===== config.mk =====
export PLATFORM = sky130hd
export DESIGN_NAME = fixed_block_pool_allocator
export DESIGN_NICKNAME = d
export VERILOG_FILES = /design/src/hw/rtl/fbpa_pkg.sv /design/src/hw/rtl/fbpa_ram.sv /design/src/hw/rtl/fbpa_div.sv /design/src/hw/rtl/fixed_block_pool_allocator.sv
export SDC_FILE = /design/constraint.sdc
export NUM_CORES = 2
export LEC_CHECK = 0
export ABC_AREA = 1
export BUFFER_PORTS_ARGS = -buffer_cell sky130_fd_sc_hd__buf_2
export CORE_MARGIN = 2
export CORE_UTILIZATION = 28
export CTS_CLUSTER_DIAMETER = 30
export DETAILED_ROUTE_END_ITERATION = 8
export PLACE_DENSITY = 0.5
export SLEW_MARGIN = 10
export SYNTH_ARGS = -nofsm -noshare
export SYNTH_HDL_FRONTEND = slang
export SYNTH_SLANG_ARGS = --single-unit
export TNS_END_PERCENT = 20

===== constraint.sdc =====
create_clock -name i_clk -period 10.4 [get_ports i_clk]
set_input_delay 1.04 -clock i_clk [delete_from_list [all_inputs] [get_ports i_clk]]
set_output_delay 1.04 -clock i_clk [all_outputs]
set_load 0.01 [all_outputs]

===== src/hw/rtl/fbpa_pkg.sv =====
// ----------------------------------------------------------------------------
// fbpa_pkg
// Types, widths and codes shared by the block pool allocator modules.
// ----------------------------------------------------------------------------
package fbpa_pkg;

    // default pool depth and pointer size in bytes (a power of two)
    localparam int MAX_BLOCKS_DEF = 256;
    localparam int PTR_BYTES      = 4;

    // fixed field widths
    localparam int ADDR_W    = 32;
    localparam int REQ_W     = 16;
    localparam int CNT_IN_W  = 9;
    localparam int STATUS_W  = 3;
    localparam int CFG_IDX_W = 8;
    localparam int CFG_DAT_W = 32;
    // rounded block size: up to 65536 (65535 rounded up to PTR_BYTES)
    localparam int SIZE_W    = 17;

    // item opcodes
    localparam logic OP_ALLOC = 1'b0;
    localparam logic OP_FREE  = 1'b1;

    // configuration register indexes
    localparam logic [CFG_IDX_W-1:0] REG_BASE   = 8'd0;
    localparam logic [CFG_IDX_W-1:0] REG_SIZE   = 8'd1;
    localparam logic [CFG_IDX_W-1:0] REG_COUNT  = 8'd2;
    localparam logic [CFG_IDX_W-1:0] REG_STRICT = 8'd3;

    // result status codes
    typedef enum logic [STATUS_W-1:0] {
        ST_OK      = 3'd0,
        ST_EMPTY   = 3'd1,
        ST_FOREIGN = 3'd2,
        ST_DOUBLE  = 3'd3,
        ST_NULL    = 3'd4
    } t_status;

    // divider result bundle
    typedef struct packed {
        logic              done;
        logic [ADDR_W-1:0] quo;
        logic [SIZE_W-1:0] rem;
    } t_div_res;

endpackage


===== src/hw/rtl/fbpa_ram.sv =====
// ----------------------------------------------------------------------------
// fbpa_ram
// Generic simple dual-port RAM: one write port, one read port, registered read.
// ----------------------------------------------------------------------------
module fbpa_ram #(
    parameter int WIDTH = 8,
    parameter int DEPTH = 256
) (
    input  logic                                    i_clk,
    input  logic                                    i_we,
    input  logic [((DEPTH > 1) ? $clog2(DEPTH) : 1)-1:0] i_waddr,
    input  logic [WIDTH-1:0]                        i_wdata,
    input  logic                                    i_re,
    input  logic [((DEPTH > 1) ? $clog2(DEPTH) : 1)-1:0] i_raddr,
    output logic [WIDTH-1:0]                        o_rdata
);

    logic [WIDTH-1:0] r_mem [DEPTH];
    logic [WIDTH-1:0] r_rdata;

    // write port
    always_ff @(posedge i_clk) begin
        if (i_we) begin
            r_mem[i_waddr] <= i_wdata;
        end
    end

    // registered read port
    always_ff @(posedge i_clk) begin
        if (i_re) begin
            r_rdata <= r_mem[i_raddr];
        end
    end

    assign o_rdata = r_rdata;

endmodule


===== src/hw/rtl/fbpa_div.sv =====
// ----------------------------------------------------------------------------
// fbpa_div
// Restoring divider, one quotient bit per cycle, 32-bit dividend.
// ----------------------------------------------------------------------------
module fbpa_div (
    input  logic                          i_clk,
    input  logic                          i_rst_n,
    input  logic                          i_start,
    input  logic [fbpa_pkg::ADDR_W-1:0]   i_dividend,
    input  logic [fbpa_pkg::SIZE_W-1:0]   i_divisor,
    output fbpa_pkg::t_div_res            o_res
);
    import fbpa_pkg::*;

    localparam int CNT_W = $clog2(ADDR_W);

    logic              r_busy, n_busy;
    logic              r_done, n_done;
    logic [CNT_W-1:0]  r_cnt, n_cnt;
    logic [ADDR_W-1:0] r_quo, n_quo;
    logic [SIZE_W-1:0] r_rem, n_rem;
    logic [SIZE_W-1:0] r_div, n_div;
    logic [SIZE_W:0]   shifted;
    logic [SIZE_W:0]   diff;

    // one restoring step per cycle
    always_comb begin
        n_busy  = r_busy;
        n_done  = 1'b0;
        n_cnt   = r_cnt;
        n_quo   = r_quo;
        n_rem   = r_rem;
        n_div   = r_div;
        shifted = {r_rem, r_quo[ADDR_W-1]};
        diff    = shifted - {1'b0, r_div};
        if (i_start) begin
            n_busy = 1'b1;
            n_cnt  = '0;
            n_quo  = i_dividend;
            n_rem  = '0;
            n_div  = i_divisor;
        end else if (r_busy) begin
            if (shifted >= {1'b0, r_div}) begin
                n_rem = diff[SIZE_W-1:0];
                n_quo = {r_quo[ADDR_W-2:0], 1'b1};
            end else begin
                n_rem = shifted[SIZE_W-1:0];
                n_quo = {r_quo[ADDR_W-2:0], 1'b0};
            end
            n_cnt = r_cnt + 1'b1;
            if (r_cnt == CNT_W'(ADDR_W - 1)) begin
                n_busy = 1'b0;
                n_done = 1'b1;
            end
        end
    end

    // control
    always_ff @(posedge i_clk) begin
        if (!i_rst_n) begin
            r_busy <= 1'b0;
            r_done <= 1'b0;
            r_cnt  <= '0;
        end else begin
            r_busy <= n_busy;
            r_done <= n_done;
            r_cnt  <= n_cnt;
        end
    end

    // datapath
    always_ff @(posedge i_clk) begin
        r_quo <= n_quo;
        r_rem <= n_rem;
        r_div <= n_div;
    end

    assign o_res.done = r_done;
    assign o_res.quo  = r_quo;
    assign o_res.rem  = r_rem;

endmodule


===== src/hw/rtl/fixed_block_pool_allocator.sv =====
// ----------------------------------------------------------------------------
// fixed_block_pool_allocator
// Fixed-size block pool with a LIFO free list, free checks and usage counts.
// ----------------------------------------------------------------------------
// An item is taken when start is high and busy is low; its result shows on
// the o_ ports for exactly one cycle with o_strobe high, and the receiver
// cannot stall it. An allocate steps through free-list read (empty if the
// popped index is outside the pool), multiply, add and result when the free
// list has an entry, through multiply, add and result when served from
// untouched blocks, and reports at once when the pool is empty. A free of
// null or of an address below the base reports at once; any other free runs
// the offset through the bit-serial divider and then reads the free-mark
// memory, or reports from the divider result when the offset is off the
// block grid, past the pool or on a block never handed out. busy is low in
// the strobe cycle, so the next item can be taken there. Register writes are
// taken only while idle with start low and take effect in the cycle after;
// an untouched-block counter means no clearing pass follows reset or rebuild.
// ----------------------------------------------------------------------------
module fixed_block_pool_allocator #(
    parameter int MAX_BLOCKS = fbpa_pkg::MAX_BLOCKS_DEF
) (
    input  logic                              i_clk,
    input  logic                              i_rst_n,
    // item channel
    input  logic                              start,
    output logic                              busy,
    input  logic                              i_opcode,
    input  logic [fbpa_pkg::ADDR_W-1:0]       i_address,
    // configuration channel
    input  logic                              i_cfg_valid,
    output logic                              o_cfg_ready,
    input  logic [fbpa_pkg::CFG_IDX_W-1:0]    i_cfg_index,
    input  logic [fbpa_pkg::CFG_DAT_W-1:0]    i_cfg_data,
    // result channel
    output logic                              o_strobe,
    output logic [fbpa_pkg::ADDR_W-1:0]       o_block_address,
    output logic [fbpa_pkg::STATUS_W-1:0]     o_status,
    output logic                              o_fatal,
    output logic [fbpa_pkg::CNT_IN_W-1:0]     o_blocks_in_use,
    output logic [fbpa_pkg::CNT_IN_W-1:0]     o_peak_in_use
);
    import fbpa_pkg::*;

    localparam int IW = (MAX_BLOCKS > 1) ? $clog2(MAX_BLOCKS) : 1;
    localparam int CW = $clog2(MAX_BLOCKS + 1);
    localparam int PW = IW + SIZE_W;
    localparam int SREQ_RST   = (4 < PTR_BYTES) ? PTR_BYTES : 4;
    localparam int SIZE_RST   = ((SREQ_RST + PTR_BYTES - 1) / PTR_BYTES) * PTR_BYTES;
    localparam int N_RST      = (256 < MAX_BLOCKS) ? 256 : MAX_BLOCKS;

    typedef enum logic [5:0] {
        S_IDLE  = 6'b000001,
        S_A_RD  = 6'b000010,
        S_A_MUL = 6'b000100,
        S_A_ADD = 6'b001000,
        S_F_DIV = 6'b010000,
        S_F_RD  = 6'b100000
    } t_state;

    // control state
    t_state            r_state, n_state;
    logic [ADDR_W-1:0] r_base, n_base;
    logic [SIZE_W-1:0] r_size, n_size;
    logic [CW-1:0]     r_n, n_n;
    logic              r_strict, n_strict;
    logic [CW-1:0]     r_stack_cnt, n_stack_cnt;
    logic [CW-1:0]     r_untouched, n_untouched;
    logic [CW-1:0]     r_in_use, n_in_use;
    logic [CW-1:0]     r_peak, n_peak;
    logic              r_strobe, n_strobe;

    // payload
    logic [IW-1:0]     r_idx, n_idx;
    logic [PW-1:0]     r_prod, n_prod;
    logic [ADDR_W-1:0] r_out_addr, n_out_addr;
    t_status           r_out_status, n_out_status;
    logic              r_out_fatal, n_out_fatal;

    // memory and divider ports
    logic              stk_we, stk_re;
    logic [IW-1:0]     stk_waddr, stk_raddr, stk_wdata, stk_rdata;
    logic              mk_we, mk_re, mk_wdata, mk_rdata;
    logic [IW-1:0]     mk_waddr, mk_raddr;
    logic              div_start;
    logic [ADDR_W-1:0] div_dividend;
    logic [SIZE_W-1:0] div_divisor;
    t_div_res          div_res;

    // helpers
    logic              cfg_we, accept;
    logic [CW-1:0]     stk_cnt_m1, inc_in_use;
    logic [SIZE_W-1:0] sreq;
    logic [IW-1:0]     q_idx;

    assign busy        = (r_state != S_IDLE);
    assign o_cfg_ready = (r_state == S_IDLE) && !start;
    assign cfg_we      = i_cfg_valid && o_cfg_ready;
    assign accept      = start && !busy;
    assign stk_cnt_m1  = r_stack_cnt - 1'b1;
    assign inc_in_use  = r_in_use + 1'b1;
    assign q_idx       = div_res.quo[IW-1:0];

    // requested size raised to the pointer size
    assign sreq = (32'(i_cfg_data[REQ_W-1:0]) < 32'(PTR_BYTES)) ?
                  SIZE_W'(PTR_BYTES) : SIZE_W'(i_cfg_data[REQ_W-1:0]);

    // freed-block stack and free marks
    fbpa_ram #(.WIDTH(IW), .DEPTH(MAX_BLOCKS)) u_stack_ram (
        .i_clk   (i_clk),
        .i_we    (stk_we),
        .i_waddr (stk_waddr),
        .i_wdata (stk_wdata),
        .i_re    (stk_re),
        .i_raddr (stk_raddr),
        .o_rdata (stk_rdata)
    );

    fbpa_ram #(.WIDTH(1), .DEPTH(MAX_BLOCKS)) u_mark_ram (
        .i_clk   (i_clk),
        .i_we    (mk_we),
        .i_waddr (mk_waddr),
        .i_wdata (mk_wdata),
        .i_re    (mk_re),
        .i_raddr (mk_raddr),
        .o_rdata (mk_rdata)
    );

    // offset-to-index divider
    fbpa_div u_div (
        .i_clk      (i_clk),
        .i_rst_n    (i_rst_n),
        .i_start    (div_start),
        .i_dividend (div_dividend),
        .i_divisor  (div_divisor),
        .o_res      (div_res)
    );

    // sequencer
    always_comb begin
        n_state      = r_state;
        n_base       = r_base;
        n_size       = r_size;
        n_n          = r_n;
        n_strict     = r_strict;
        n_stack_cnt  = r_stack_cnt;
        n_untouched  = r_untouched;
        n_in_use     = r_in_use;
        n_peak       = r_peak;
        n_strobe     = 1'b0;
        n_idx        = r_idx;
        n_prod       = r_prod;
        n_out_addr   = r_out_addr;
        n_out_status = r_out_status;
        n_out_fatal  = r_out_fatal;
        stk_we       = 1'b0;
        stk_waddr    = r_stack_cnt[IW-1:0];
        stk_wdata    = r_idx;
        stk_re       = 1'b0;
        stk_raddr    = stk_cnt_m1[IW-1:0];
        mk_we        = 1'b0;
        mk_waddr     = r_idx;
        mk_wdata     = 1'b0;
        mk_re        = 1'b0;
        mk_raddr     = q_idx;
        div_start    = 1'b0;
        div_dividend = i_address - r_base;
        div_divisor  = r_size;

        case (r_state)
            S_IDLE: begin
                if (cfg_we) begin
                    // pool rebuild for geometry writes
                    if (i_cfg_index == REG_BASE || i_cfg_index == REG_SIZE ||
                        i_cfg_index == REG_COUNT) begin
                        n_stack_cnt = '0;
                        n_untouched = '0;
                        n_in_use    = '0;
                        n_peak      = '0;
                    end
                    if (i_cfg_index == REG_BASE) begin
                        n_base = i_cfg_data;
                    end else if (i_cfg_index == REG_SIZE) begin
                        // round up to a whole number of pointers
                        n_size = (sreq + SIZE_W'(PTR_BYTES - 1)) &
                                 ~SIZE_W'(PTR_BYTES - 1);
                    end else if (i_cfg_index == REG_COUNT) begin
                        if (32'(i_cfg_data[CNT_IN_W-1:0]) > 32'(MAX_BLOCKS)) begin
                            n_n = CW'(MAX_BLOCKS);
                        end else begin
                            n_n = CW'(i_cfg_data[CNT_IN_W-1:0]);
                        end
                    end else if (i_cfg_index == REG_STRICT) begin
                        n_strict = i_cfg_data[0];
                    end
                end else if (accept) begin
                    n_out_addr  = '0;
                    n_out_fatal = 1'b0;
                    if (i_opcode == OP_ALLOC) begin
                        // allocate: freed blocks first, then untouched ones
                        if (r_stack_cnt != '0) begin
                            n_stack_cnt = stk_cnt_m1;
                            stk_re      = 1'b1;
                            n_state     = S_A_RD;
                        end else if (r_untouched < r_n) begin
                            n_idx       = r_untouched[IW-1:0];
                            n_untouched = r_untouched + 1'b1;
                            n_state     = S_A_MUL;
                        end else begin
                            n_out_status = ST_EMPTY;
                            n_strobe     = 1'b1;
                        end
                    end else if (i_address == '0) begin
                        n_out_status = ST_NULL;
                        n_strobe     = 1'b1;
                    end else if (i_address < r_base) begin
                        n_out_status = ST_FOREIGN;
                        n_out_fatal  = r_strict;
                        n_strobe     = 1'b1;
                    end else begin
                        div_start = 1'b1;
                        n_state   = S_F_DIV;
                    end
                end
            end

            S_A_RD: begin
                // popped index is valid only inside the pool
                if (CW'(stk_rdata) < r_n) begin
                    n_idx   = stk_rdata;
                    n_state = S_A_MUL;
                end else begin
                    n_out_status = ST_EMPTY;
                    n_strobe     = 1'b1;
                    n_state      = S_IDLE;
                end
            end

            S_A_MUL: begin
                n_prod   = PW'(r_idx) * PW'(r_size);
                mk_we    = 1'b1;
                mk_wdata = 1'b0;
                n_in_use = inc_in_use;
                if (inc_in_use > r_peak) begin
                    n_peak = inc_in_use;
                end
                n_state = S_A_ADD;
            end

            S_A_ADD: begin
                n_out_addr   = r_base + ADDR_W'(r_prod);
                n_out_status = ST_OK;
                n_strobe     = 1'b1;
                n_state      = S_IDLE;
            end

            S_F_DIV: begin
                if (div_res.done) begin
                    if (div_res.rem != '0 || div_res.quo >= ADDR_W'(r_n)) begin
                        n_out_status = ST_FOREIGN;
                        n_out_fatal  = r_strict;
                        n_strobe     = 1'b1;
                        n_state      = S_IDLE;
                    end else if (CW'(q_idx) >= r_untouched) begin
                        // never handed out: still free
                        n_out_status = ST_DOUBLE;
                        n_out_fatal  = r_strict;
                        n_strobe     = 1'b1;
                        n_state      = S_IDLE;
                    end else begin
                        mk_re   = 1'b1;
                        n_idx   = q_idx;
                        n_state = S_F_RD;
                    end
                end
            end

            S_F_RD: begin
                if (mk_rdata) begin
                    n_out_status = ST_DOUBLE;
                    n_out_fatal  = r_strict;
                end else begin
                    if (r_stack_cnt < CW'(MAX_BLOCKS)) begin
                        stk_we      = 1'b1;
                        mk_we       = 1'b1;
                        mk_wdata    = 1'b1;
                        n_stack_cnt = r_stack_cnt + 1'b1;
                        if (r_in_use != '0) begin
                            n_in_use = r_in_use - 1'b1;
                        end
                    end
                    n_out_status = ST_OK;
                end
                n_strobe = 1'b1;
                n_state  = S_IDLE;
            end

            default: begin
                n_state = S_IDLE;
            end
        endcase
    end

    // control registers
    always_ff @(posedge i_clk) begin
        if (!i_rst_n) begin
            r_state     <= S_IDLE;
            r_base      <= '0;
            r_size      <= SIZE_W'(SIZE_RST);
            r_n         <= CW'(N_RST);
            r_strict    <= 1'b0;
            r_stack_cnt <= '0;
            r_untouched <= '0;
            r_in_use    <= '0;
            r_peak      <= '0;
            r_strobe    <= 1'b0;
        end else begin
            r_state     <= n_state;
            r_base      <= n_base;
            r_size      <= n_size;
            r_n         <= n_n;
            r_strict    <= n_strict;
            r_stack_cnt <= n_stack_cnt;
            r_untouched <= n_untouched;
            r_in_use    <= n_in_use;
            r_peak      <= n_peak;
            r_strobe    <= n_strobe;
        end
    end

    // payload registers
    always_ff @(posedge i_clk) begin
        r_idx        <= n_idx;
        r_prod       <= n_prod;
        r_out_addr   <= n_out_addr;
        r_out_status <= n_out_status;
        r_out_fatal  <= n_out_fatal;
    end

    assign o_strobe        = r_strobe;
    assign o_block_address = r_out_addr;
    assign o_status        = r_out_status;
    assign o_fatal         = r_out_fatal;
    assign o_blocks_in_use = CNT_IN_W'(r_in_use);
    assign o_peak_in_use   = CNT_IN_W'(r_peak);

endmodule


### After elaboration in Yosys (flattened, before gate mapping)

Memory sizes are Yosys's and may differ from the RTL's. A register that Yosys moved wholly into a read port is not among the register bits.
Index checks and enable logic that the tools add are counted.

| operators by class | value |
|---|---|
| add/subtract/negate cells | 10 |
| multiply operators | 1 |
| order comparisons | 10 |
| eq/ne operators | 42 |
| mux-type cells | 113 |
| bitwise operators | 5 |
| reductions and logical operators | 39 |

Operators by type and width:

| cell | count |
|---|---|
| 2-to-1 mux 9 bit | 18 |
| 2-to-1 mux 32 bit | 4 |
| 2-to-1 mux 8 bit | 9 |
| one-hot mux 32 bit (2 select lines) | 1 |
| 2-to-1 mux 6 bit | 10 |
| 2-to-1 mux 1 bit | 47 |
| 2-to-1 mux 3 bit | 12 |
| one-hot mux 9 bit (2 select lines) | 2 |
| adder 32 x 25 -> 32 bit | 1 |
| >= comparator 32 x 9 -> 1 bit | 1 |
| logical NOT 32 bit | 1 |
| less-than comparator 32 bit | 1 |
| subtractor 32 bit | 1 |
| AND reduction 6 bit | 5 |
| inequality test 2 bit (second input constant) | 14 |
| adder 9 x 1 -> 9 bit (second input constant) | 3 |
| one-hot mux 9 bit (3 select lines) | 1 |
| one-hot mux 6 bit (4 select lines) | 1 |
| one-hot mux 8 bit (3 select lines) | 1 |
| multiplier 8 x 15 -> 23 bit | 1 |
| inequality test 3 bit (second input constant) | 7 |
| >= comparator 18 x 17 -> 1 bit | 1 |
| nonzero test 9 bit | 2 |
| subtractor 9 x 1 -> 9 bit (second input constant) | 2 |
| 47 further kinds | 74 |

| storage, ports and cells | value |
|---|---|
| register bits after elaboration | 238 |
| bits in writable memories | 2304 |
| input port bits | 77 |
| output and inout bits | 57 |
| memories kept | 2 |

Memory list:

| name | words | bits a word | read ports | clocked after memory_dff | write ports | RTL line | source |
|---|---|---|---|---|---|---|---|
| u_stack_ram.r_mem | 256 | 8 | 1 | 1 | 1 | fbpa_ram.sv:18 | `logic [WIDTH-1:0] r_mem [DEPTH];` |
| u_mark_ram.r_mem | 256 | 1 | 1 | 1 | 1 | fbpa_ram.sv:18 |  |

### Longest topological paths before layout

| logic depth | value |
|---|---|
| depth in word-level cells | 8 |
| gate-level depth with buffers | 23 |
| gate-level depth less buffers | 21 |

### Modules after synthesis

A second synthesis with hierarchy kept.

| unflattened totals | value |
|---|---|
| cells, all modules | 11204 |
| area total of the unflattened synthesis | 116329.1 sq um |

By module, submodules not included:

| module | times used | cells an instance | area each (sq um) | seq. area each (sq um) |
|---|---|---|---|---|
| fbpa_ram at u_stack_ram | 1 | 7003 | 83476.3 | 61739.2 |
| fixed_block_pool_allocator | 1 | 2472 | 16836.1 | 4013.8 |
| fbpa_ram at u_mark_ram | 1 | 1184 | 11727.5 | 7717.4 |
| fbpa_div | 1 | 545 | 4289.1 | 1951.9 |

### Least setup slack after synthesis

OpenSTA, ideal clock, no wires.

| timing path | value |
|---|---|
| path type | flip-flop to flip-flop |
| start | register r_idx[2] (netlist: mk_waddr[2]) |
| end | register r_prod[24] (data pin) |
| data arrival time | 7404 ps |
| data required time | 10148 ps |
| setup slack | 2743 ps |
| stages on the path, launching flop included | 21 |
| path buffers | 2 |
| clock period less this slack | 7657 ps |
| cells stage by stage | edfxtp_1 > clkbuf_1 > buf_1 > nand2_1 > fa_1 > fa_1 > inv_1 > fa_1 > inv_1 > fa_1 > inv_1 > ha_1 > inv_1 > o21ai_0 > a21oi_1 > nand2_1 > a21oi_1 > o21ai_0 > nand2_1 > nand3b_1 > nand2_1 |

| between the ends | value |
|---|---|
| longest elaborated chain between the ends | 1 |

RTL lines:

| what | RTL line | source |
|---|---|---|
| from (decl) | fixed_block_pool_allocator.sv:73 | `logic [IW-1:0] r_idx, n_idx;` |
| from (signal assigned) | fixed_block_pool_allocator.sv:332 | `r_idx <= n_idx;` |
| multiplier 8 x 15 -> 23 bit | fixed_block_pool_allocator.sv:239 | `n_prod = PW'(r_idx) * PW'(r_size);` |
| to (signal assigned) | fixed_block_pool_allocator.sv:333 | `r_prod <= n_prod;` |
| to (decl) | fixed_block_pool_allocator.sv:74 | `logic [PW-1:0] r_prod, n_prod;` |

Every way passes these cells.
A chain may end at the register's enable or synchronous reset.

### Worst setup path after layout

| timing path | value |
|---|---|
| start | register r_idx[2] (netlist: mk_waddr[2]) |
| end | register r_prod[21] (data pin) |

The elaborated chain is that of the path after synthesis.

==> impl_metrics.csv <==
group,metric,value,unit
min_path,startpoint_of_the_most_critical_hold_path,"i_cfg_data[30]",
power_and_ir_drop,power_report.internal_total,27.5,mW
floorplan,initial_core_util,28.1,%
logic_synthesis,synth.top_cell.area_share,63.7,%
clock_tree,cts-buffers-inserted,549,
sta,clock.fmax,190,MHz
route,tritonroute_pass_1_iters,6,
worst_setup_path,critPathTopFamily,"adder cells",
sta,finalHoldViolCount,0,
place,dp_cells,16000,
layout,final-instance-count-excl-fill,17000,
logic_synthesis,syn-num-nets,11200,
floorplan,core_area,407000,um2
clock_tree,cts.clk_slew.worst_paths,40,ps
worst_setup_path,crit_path_start_kind,"flip-flop",
worst_setup_path,worstPathBufferInverterCount,4,
worst_setup_path,critical-path-slowest-cell,"sky130_fd_sc_hd__edfxtp_1",
worst_setup_path,setup_slack_on_the_worst_flop_to_flop_path,5130,ps
logic_synthesis,ys_ff_latch,2551,
route,via_count,82100,
min_path,worst_hold_path.num_cells,3,
worst_setup_path,path_max_fanout,189,
logic_synthesis,synth_area,114000,um2
logic_synthesis,synth-warning-count,0,
floorplan,dieArea,414000,um2
grt,global_route_wire_length_before_repair,533,mm
route,ant_nets,0,
power_and_ir_drop,power.share.switching,39.3,%
logic_synthesis,synth.yosys.seq_area_share,65.8,%
power_and_ir_drop,p_leak,51.4,nW
power_and_ir_drop,pwr-share-comb,34.2,%
sta,slew-limit-headroom,14.2,%
logic_synthesis,postSynth.topFlopCell,"sky130_fd_sc_hd__edfxtp_1",
min_path,hold_end,"r_base[30]",
clock_tree,cts_root_buffer,"sky130_fd_sc_hd__clkbuf_16",
logic_synthesis,synthesis.instances,10900,
route,vias_per_cell,4.84,
layout,mostFrequentLayoutCell,"sky130_fd_sc_hd__nand2_1",
clock_tree,cts_post_setup_buffers_inserted,0,
route,post_drt_wl_per_cell,21.2,um
grt,first_global_vias,79500,
sta,period_minus_slack,5270,ps
floorplan,floorplan.rows,234,
worst_setup_path,required,11110,ps
logic_synthesis,edff_count_synth,2427,
route,initialDrtViolationCount,7788,
sta,fin_tns_setup,0,ps
power_and_ir_drop,clock_network_power_share,38.4,%
sta,slew_viol_final,0,
layout,area_growth_syn_to_layout,21.7,%
clock_tree,clock_sink_count,2551,
worst_setup_path,worst-r2r-cell-count,16,
place,placement.io_buffers,133,
run,cap_viol_max_count,0,
sta,timing.clock.skew,99.1,ps
worst_setup_path,rr_startpoint,"mk_waddr[2]",
worst_setup_path,worst-setup-path-type,"flip-flop to flip-flop",
clock_tree,worstSkewPairLatency,1030,ps
floorplan,die_h,643,um
grt,antenna_found_initial,17,
place,detailedPlacementHpwl,207,mm
floorplan,top_level_i_o_count,134,
worst_setup_path,worstReg2RegEnd,"r_prod[21]",
worst_setup_path,cell_seen_most_often_among_critical_path_stages,"sky130_fd_sc_hd__fa_1",
clock_tree,clock_path_buffers,4,
outcome,status,"complete, no violations",
min_path,worstHoldPathType,"input pin to flip-flop",
place,gp_congestion,0.877,
layout,finish.net_count,11400,
clock_tree,tritoncts,"yes",
worst_setup_path,arrival,5970,ps
logic_synthesis,post_synth.cell_area_avg,10.5,um2
worst_setup_path,critical_path.max_stage_delay,600,ps
power_and_ir_drop,total_switching_power,17.8,mW
floorplan,die-width,643,um
logic_synthesis,synth_area_leaders,"sky130_fd_sc_hd__edfxtp_1 (64%), sky130_fd_sc_hd__nand3_1 (10%), sky130_fd_sc_hd__nand2_1 (10%)",
power_and_ir_drop,total_power,45.4,mW
power_and_ir_drop,power_frac_seq,27.4,%
route,remaining_drc_errors,0,
power_and_ir_drop,cellPowerDensity,326,nW/um2
logic_synthesis,synth_top_area_cell,"sky130_fd_sc_hd__edfxtp_1",
grt,grt_start_max_net_pins,195,
grt,grt_util_overall,16.8,%
route,finalWirelength,360,mm
clock_tree,post_cts_resize_count,0,
worst_setup_path,path_cells,"buf_12 -> nand2_1 -> fa_1 -> fa_1 -> inv_1 -> fa_1 -> inv_1 -> fa_1 -> inv_1 -> ha_1 -> nand2_1 -> nor2_1 -> nand2_1 -> o21ai_0 -> a21oi_1 -> xnor2_1",
clock_tree,htreeDepth,6,
layout,drive_above_1_share,10.5,%
sta,worst_slew_pin_slew,1280,ps
layout,mostFrequentLayoutCells,"sky130_fd_sc_hd__nand2_1 (3058), sky130_fd_sc_hd__edfxtp_1 (2427), sky130_fd_sc_hd__nand3_1 (2398)",
power_and_ir_drop,vdd.ir_drop.worst,336,uV
sta,setup_violations,0,
logic_synthesis,post_synthesis_async_set_or_reset_flop_share,0,%
sta,post-route-period-util,50.6,%
grt,grt_overflow_total,0,
clock_tree,hold_buffers,0,
sta,rsz_0062_raised_after_global_routing,"no",
logic_synthesis,synth_cell_type_count,52,
worst_setup_path,timing.critical_path.to_type,"flip-flop",
power groups by stage:
| stage | sequential (mW) | combinational, mW | clock (mW) |
|---|---|---|---|
| floorplan | 12.9 | 9.04 | 0 |
| global placement | 12.6 | 15.5 | 0 |
| detailed placement | 12.6 | 15.5 | 0 |
| CTS | 12.4 | 15.6 | 17.6 |
| global route | 12.4 | 16.9 | 18.1 |
| finish | 12.4 | 15.5 | 17.4 |
synth_stat cells (all sizes together) (39+ instances only):
library cell  count
nand2          3095
edfxtp         2427
nand3          2400
nor2            825
inv             490
clkbuf          463
a21oi           232
o21ai           181
buf             178
ha              165
dfxtp           124
fa               81
xor2             52
nor3             41
nand4            39
state kept, by name, indices dropped and copies added (netlist names), 6 cells and up:
signal,flops
u_stack_ram.r_mem,2048
u_mark_ram.r_mem,256
o_block_address,32
r_base,32
u_div.r_quo,32
r_prod,23
u_div.r_rem,17
div_divisor,15
u_div.r_div,15
o_blocks_in_use,9
o_peak_in_use,9
r_n,9
r_stack_cnt,9
r_untouched,9
mk_waddr,8
u_stack_ram.o_rdata,8
r_state,6
metrics by stage:
| step | hold WS, ps | area [um2] | util [%] | worst slack, ps |
|---|---|---|---|---|
| after CTS | 255 | 139000 | 34.2 | 5020 |
| after global placement | 451 | 121000 | 29.6 | 4900 |
| after global routing | 318 | 139000 | 34.2 | 4550 |
| after detailed placement | 465 | 121000 | 29.6 | 5000 |
| after floorplan | 406 | 114000 | - | 2740 |
| final | 341 | 139000 | 34.2 | 5130 |
logic make-up after synthesis:
family,share of synthesized area (%)
simple gates,24.2
fa+ha+maj,3.22
compound gates,2.29
buf+inv,3.90
xor+xnor,0.551
flops,65.8
how the worst max path moves through the flow:
| stage | startpoint | to | slack (ps) | cells after the start |
|---|---|---|---|---|
| 2_1_floorplan | mk_waddr[2] | r_prod[24] | 2740 | 20 |
| 3_3_place_gp | mk_waddr[5] | r_prod[24] | 4900 | 18 |
| 3_5_place_dp | r_stack_cnt[0] | u_stack_ram.o_rdata[1] | 5000 | 13 |
| 4_1_cts | mk_waddr[5] | r_prod[22] | 5020 | 19 |
| 5_1_grt | mk_waddr[5] | r_prod[24] | 4550 | 18 |
| 6_report | mk_waddr[2] | r_prod[21] | 5130 | 16 |
per-layer routing:
metal | global-route usage (%) | vias up | wire length, um
met4 | 5.08 | 0 | 9820
met1 | 23.3 | 40400 | 162000
met3 | 2.84 | 583 | 23400
met5 | 0 | - | 0
li1 | - | 38400 | -
met2 | 26.8 | 2782 | 165000
worst register-to-register path: stages, from the launching register on:
cell                       delay, ps
sky130_fd_sc_hd__edfxtp_1        600
sky130_fd_sc_hd__buf_12          560
sky130_fd_sc_hd__nand2_1         400
sky130_fd_sc_hd__fa_1            550
sky130_fd_sc_hd__fa_1            550
sky130_fd_sc_hd__inv_1            50
sky130_fd_sc_hd__fa_1            470
sky130_fd_sc_hd__inv_1            50
sky130_fd_sc_hd__fa_1            470
sky130_fd_sc_hd__inv_1            40
sky130_fd_sc_hd__ha_1            350
sky130_fd_sc_hd__nand2_1         100
sky130_fd_sc_hd__nor2_1          170
sky130_fd_sc_hd__nand2_1          80
sky130_fd_sc_hd__o21ai_0         320
sky130_fd_sc_hd__a21oi_1         140
sky130_fd_sc_hd__xnor2_1         140
cell type report:
type / count / area (um2)
antenna: 13 / 32.5
inverter: 496 / 1880
clock inverter: 361 / 4190
sequential: 2551 / 75400
fill: 40500 / 267000
clock buffer: 638 / 14500
multi-input combinational: 7238 / 34800
timing repair buffer: 254 / 1770
tap: 5428 / 6790
Power figures use the tool's default switching activity.
